`src/aarm_pkg.sv`:
```
package aarm_pkg;

  typedef struct packed {
    logic signed [15:0] angle;
    logic signed [15:0] axis_x;
    logic signed [15:0] axis_y;
    logic signed [15:0] axis_z;
  } aarm_in_t;

  typedef struct packed {
    logic signed [15:0] r00;
    logic signed [15:0] r01;
    logic signed [15:0] r02;
    logic signed [15:0] r10;
    logic signed [15:0] r11;
    logic signed [15:0] r12;
    logic signed [15:0] r20;
    logic signed [15:0] r21;
    logic signed [15:0] r22;
  } aarm_out_t;

  // reduced angle and axis, handed from front to back
  typedef struct packed {
    logic signed [31:0] z;
    logic               flip;
    logic signed [15:0] ax;
    logic signed [15:0] ay;
    logic signed [15:0] az;
  } aarm_job_t;

  localparam int AtanCount = 30;
  localparam logic signed [33:0] PiQ28     = 34'sd843314857;
  localparam logic signed [33:0] HalfPiQ28 = 34'sd421657428;
  localparam logic signed [33:0] TwoPiQ28  = 34'sd1686629713;
  localparam logic signed [32:0] GainQ30   = 33'sd652032874;

  function automatic logic signed [31:0] atan_q28(input logic [4:0] k);
    logic signed [31:0] r;
    case (k)
      5'd0: r = 32'sd210828714;  5'd1: r = 32'sd124459457;
      5'd2: r = 32'sd65760959;   5'd3: r = 32'sd33381290;
      5'd4: r = 32'sd16755422;   5'd5: r = 32'sd8385879;
      5'd6: r = 32'sd4193963;    5'd7: r = 32'sd2097109;
      5'd8: r = 32'sd1048571;    5'd9: r = 32'sd524287;
      5'd10: r = 32'sd262144;    5'd11: r = 32'sd131072;
      5'd12: r = 32'sd65536;     5'd13: r = 32'sd32768;
      5'd14: r = 32'sd16384;     5'd15: r = 32'sd8192;
      5'd16: r = 32'sd4096;      5'd17: r = 32'sd2048;
      5'd18: r = 32'sd1024;      5'd19: r = 32'sd512;
      5'd20: r = 32'sd256;       5'd21: r = 32'sd128;
      5'd22: r = 32'sd64;        5'd23: r = 32'sd32;
      5'd24: r = 32'sd16;        5'd25: r = 32'sd8;
      5'd26: r = 32'sd4;         5'd27: r = 32'sd2;
      5'd28: r = 32'sd1;
      default: r = 32'sd0;
    endcase
    return r;
  endfunction

endpackage

```
`src/aarm_front.sv`:
```
module aarm_front import aarm_pkg::*; (
  input  logic      clk,
  input  logic      rst,
  input  logic      in_valid,
  input  aarm_in_t  in_item,
  output logic      job_valid,
  output aarm_job_t job
);

  logic signed [33:0] a0, a1, a2, a3, a4;
  logic               flip;

  function automatic logic signed [33:0] wrap(input logic signed [33:0] v);
    logic signed [33:0] r;
    if (v > PiQ28) r = v - TwoPiQ28;
    else if (v < -PiQ28) r = v + TwoPiQ28;
    else r = v;
    return r;
  endfunction

  always_comb begin
    a0 = {{2{in_item.angle[15]}}, in_item.angle, 16'd0};
    a1 = wrap(a0);
    a2 = wrap(a1);
    a3 = wrap(a2);
    flip = 1'b0;
    a4 = a3;
    if (a3 > HalfPiQ28) begin
      a4 = a3 - PiQ28;
      flip = 1'b1;
    end else if (a3 < -HalfPiQ28) begin
      a4 = a3 + PiQ28;
      flip = 1'b1;
    end
  end

  always_ff @(posedge clk) begin
    if (rst) begin
      job_valid <= 1'b0;
    end else begin
      job_valid <= in_valid;
    end
    job.z    <= a4[31:0];
    job.flip <= flip;
    job.ax   <= in_item.axis_x;
    job.ay   <= in_item.axis_y;
    job.az   <= in_item.axis_z;
  end

endmodule

```
`config.mk`:
```
export PLATFORM = sky130hd
export DESIGN_NAME = aarm_front
export DESIGN_NICKNAME = d
export VERILOG_FILES = /design/src/aarm_pkg.sv /design/src/aarm_front.sv
export SDC_FILE = /design/constraint.sdc
export NUM_CORES = 1
export LEC_CHECK = 0
export BUFFER_PORTS_ARGS = -buffer_cell sky130_fd_sc_hd__buf_4
export CORE_UTILIZATION = 45
export CTS_BUF_LIST = sky130_fd_sc_hd__clkbuf_4 sky130_fd_sc_hd__clkbuf_8 sky130_fd_sc_hd__clkbuf_16
export CTS_CLUSTER_DIAMETER = 80
export CTS_CLUSTER_SIZE = 40
export DETAILED_ROUTE_END_ITERATION = 16
export PLACE_DENSITY = 0.71
export SKIP_LAST_GASP = 1
export SYNTH_ARGS = -nofsm -noshare
export SYNTH_HDL_FRONTEND = slang
export SYNTH_SLANG_ARGS = --single-unit
```
`constraint.sdc`:
```
create_clock -name clk -period 6.7 [get_ports clk]
set_input_delay 0.67 -clock clk [delete_from_list [all_inputs] [get_ports clk]]
set_output_delay 0.67 -clock clk [all_outputs]
set_load 0.005 [all_outputs]
```
==> results.py <==
metrics = {
    "synthesis": {
        "postSynthAreaPerCell_sq_um": 8.500,
        "number_of_nets_in_the_synthesized_netlist": 660,
        "synth.cells.most_frequent": "dfxtp_1 (82), nor2_1 (51), nand2_1 (49)",
        "synth_async_sr_flop_share_pct": 0,
        "synth_top_area_share_pct": 33.18,
        "mappedNetlistArea_sq_um": 4947,
        "cell_count_after_synthesis": 582,
        "ys.flop_type": "dfxtp_1",
        "synth_cell_types": 97,
        "synthMostInstantiatedCell": "dfxtp_1",
        "synth-edff-count": 0,
        "yosysWarningCount": 0,
        "synth.yosys.seq_area_share_pct": 33.18,
        "postSynthRegisterBits": 82,
        "synth_top_area_cell": "dfxtp_1",
        "synth.area.top_cells": "dfxtp_1 (33%), xnor2_1 (4.8%), nor2_1 (3.9%)",
    },
    "final_layout": {
        "utilization_pct": 61.05,
        "antennaDiodeCount": 0,
        "drive_gt1_share_pct": 30.14,
        "area_growth_syn_to_layout_pct": 29.69,
        "finish.net_count": 803,
    },
    "floorplan": {
        "row_count": 37,
        "coreArea_sq_um": 10510,
        "start_util_pct": 47.08,
        "die_y_um": 106.9,
        "horizontal_extent_of_the_die_um": 106.9,
        "die_footprint_sq_um": 11420,
        "io_pins": 149,
    },
    "critical_path": {
        "critical_path_peak_fanout": 22,
        "worstPathArrival_ps": 6330,
        "critical-path-slowest-cell": "a311oi_2",
        "worstPathCellList": "buf_4 > or3_1 > nor3_2 > o32a_1 > inv_2 > a32o_2 > xor2_1 > nand2_1 > a311oi_2 > buf_4 > o21a_2 > a21oi_1 > a311oi_2 > a21oi_1 > o41ai_2 > a21o_1 > buf_4 > nand3_1 > a21bo_1 > a21oi_1",
        "critical_path_class": "in2reg",
        "critPathCapture": "job[50]",
        "critical_path.n_buffers_inverters": 4,
        "cp-startpoint": "in_item[51]",
        "worst_path_largest_cell_delay_ps": 500,
        "cp-start-kind": "primary input",
        "crit_cells": 20,
        "crit_path_end_kind": "flip-flop",
        "crit_required_ps": 6940,
        "worst_path_dominant_cell_family": "compound AO/OA/AOI/OAI gates",
    },
    "clock_network": {
        "hold_buffers": 0,
        "numCtsBuffers": 9,
        "clock_tree.buffer_depth": 2,
        "cts_sinks": 82,
        "clk_pin_slew_worst_paths_ps": 80,
        "cts.htree.levels": 3,
        "clk_root_buffer_cell": "clkbuf_8",
        "cts_tree": "built",
        "cts_setup_buffers": 0,
        "post_cts_resized": 0,
    },
    "global_route": {
        "grt_pass1_wl_um": 24470,
        "track_usage_pct": 26.94,
        "pin_count_of_the_biggest_net_entering_global_routing": 28,
        "grt_antenna_before_repair": 0,
        "overflow": 0,
        "number_of_global_route_vias_before_repair": 4691,
    },
    "place": {
        "gp_congestion": 0.9470,
        "port_buffers": 148,
        "dp.final_hpwl_um": 12080,
    },
    "drt": {
        "drt_first_pass_iters": 7,
        "postRouteWirelength_um": 15240,
        "post_drt_wl_per_cell_um": 17.60,
        "postRouteAntennaNets": 0,
        "route.detailed.drc": 0,
        "initialDrtViolationCount": 405,
        "viasPerCell": 5.822,
        "vias": 5042,
    },
    "sta": {
        "slew_viol_final": 0,
        "unrepaired_setup_endpoints_after_global_routing": "false",
        "tightestPinTransition_ps": 880.9,
        "setup-tns-final_ps": 0,
        "timing.final.hold_violations": 0,
        "fin_crit_ps": 6090,
        "max_clock_freq_mhz": 164.2,
        "setup-violations-final": 0,
        "period_share_pct": 90.90,
        "max_slew_margin_pct": 40.92,
    },
    "status": {
        "run_status": "complete, no violations",
    },
    "pwr": {
        "cellLeakagePower_uw": 0.002775,
        "p_per_area_nw_per_um2": 298.5,
        "netSwitchingPower_uw": 688.4,
        "p_seq_share_pct": 33.0,
        "power.share.clock_pct": 20.9,
        "irDropWorstVdd_mv": 0.1516,
        "intPower_uw": 1227,
        "netSwitchingFraction_pct": 35.94,
        "comb_power_share_pct": 46.0,
    },
    "worst_hold_path": {
        "min-delay-path-class": "in2reg",
    },
    "job": {
        "max-cap-violations": 0,
    },
}
flip-flops by register name, indices dropped and copies added, names as in the netlist:
name       cells
job_valid      1
job           81
cell families (layout without fill, tap and decap cells):
family / after synthesis / after routing / synth area share, %
XOR/XNOR: 43 / 43 / 8.725
AND/OR/NAND/NOR: 194 / 194 / 19.53
flip-flops: 82 / 82 / 33.18
multiplexers: 7 / 7 / 1.467
AO/OA/AOI/OAI: 188 / 188 / 28.83
adder cells (fa/ha/maj): 13 / 13 / 3.187
buffers and inverters: 55 / 203 / 5.083
power by group through the flow:
stage / clock network, uW / registers [uW] / logic (uW)
2_1_floorplan: 0 / 655 / 515
3_3_place_gp: 0 / 643 / 864
3_5_place_dp: 0 / 644 / 871
4_1_cts: 412 / 634 / 875
5_1_grt: 430 / 642 / 960
6_report: 401 / 632 / 882
cell type report:
type	instances	area (sq um)
Clock buffer	11	151.4
Clock inverter	5	85.08
Fill cell	921	4093
Inverter	24	90.09
Multi-Input combinational cell	445	3054
Sequential cell	82	1642
Tap cell	136	170.2
Timing Repair Buffer	163	1224
metal layers:
layer  up-vias  wire (um)  track usage (%)
met2       255       7310            45.85
met1      2327       6495            34.69
met5         -          0                0
met3        27       1109            3.951
li1       2433          -                -
met4         0        325            9.198
per-stage QoR:
stage / cells / cell area [sq um] / setup WS [ps] / hold WS (ps) / power, uW
final: 866 / 6416 / 609.9 / 421.1 / 1915
after global routing: 866 / 6416 / 353.1 / 397.1 / 2032
after CTS: 866 / 6416 / 767.7 / 397.4 / 1922
after detailed placement: 850 / 6180 / 414.3 / 775.7 / 1516
after global placement: 850 / 6180 / 502.1 / 774.6 / 1507
after floorplan: 582 / 4947 / 1779 / 697.7 / 1169
worst min-delay path by stage:
stage / startpoint / to / slack [ps] / cells past startpoint
after floorplan: in_item[0] / job[0] / 700 / 0
after global placement: in_item[26] / job[26] / 770 / 1
after detailed placement: in_item[26] / job[26] / 780 / 1
after CTS: in_item[4] / job[4] / 400 / 1
after global routing: in_item[4] / job[4] / 400 / 1
final: in_item[4] / job[4] / 420 / 1
placed cells by master, fill, tap and decap left out, drive strengths merged, types with 6 or more instances in the layout:
cell type / Yosys / routed
buf: 18 / 163
dfxtp: 82 / 82
nor2: 52 / 52
nand2: 51 / 51
a21oi: 37 / 37
o21ai: 34 / 34
xnor2: 28 / 28
inv: 24 / 25
nand3: 20 / 20
nor3: 16 / 16
xor2: 14 / 14
nand2b: 12 / 12
ha: 11 / 11
clkbuf: 13 / 11
o22ai: 11 / 11
a31oi: 10 / 10
a211oi: 9 / 9
nor4: 8 / 8
or3: 7 / 7
o21a: 7 / 7
nor2b: 6 / 6
o211ai: 6 / 6
Power figures use the tool's default switching activity.
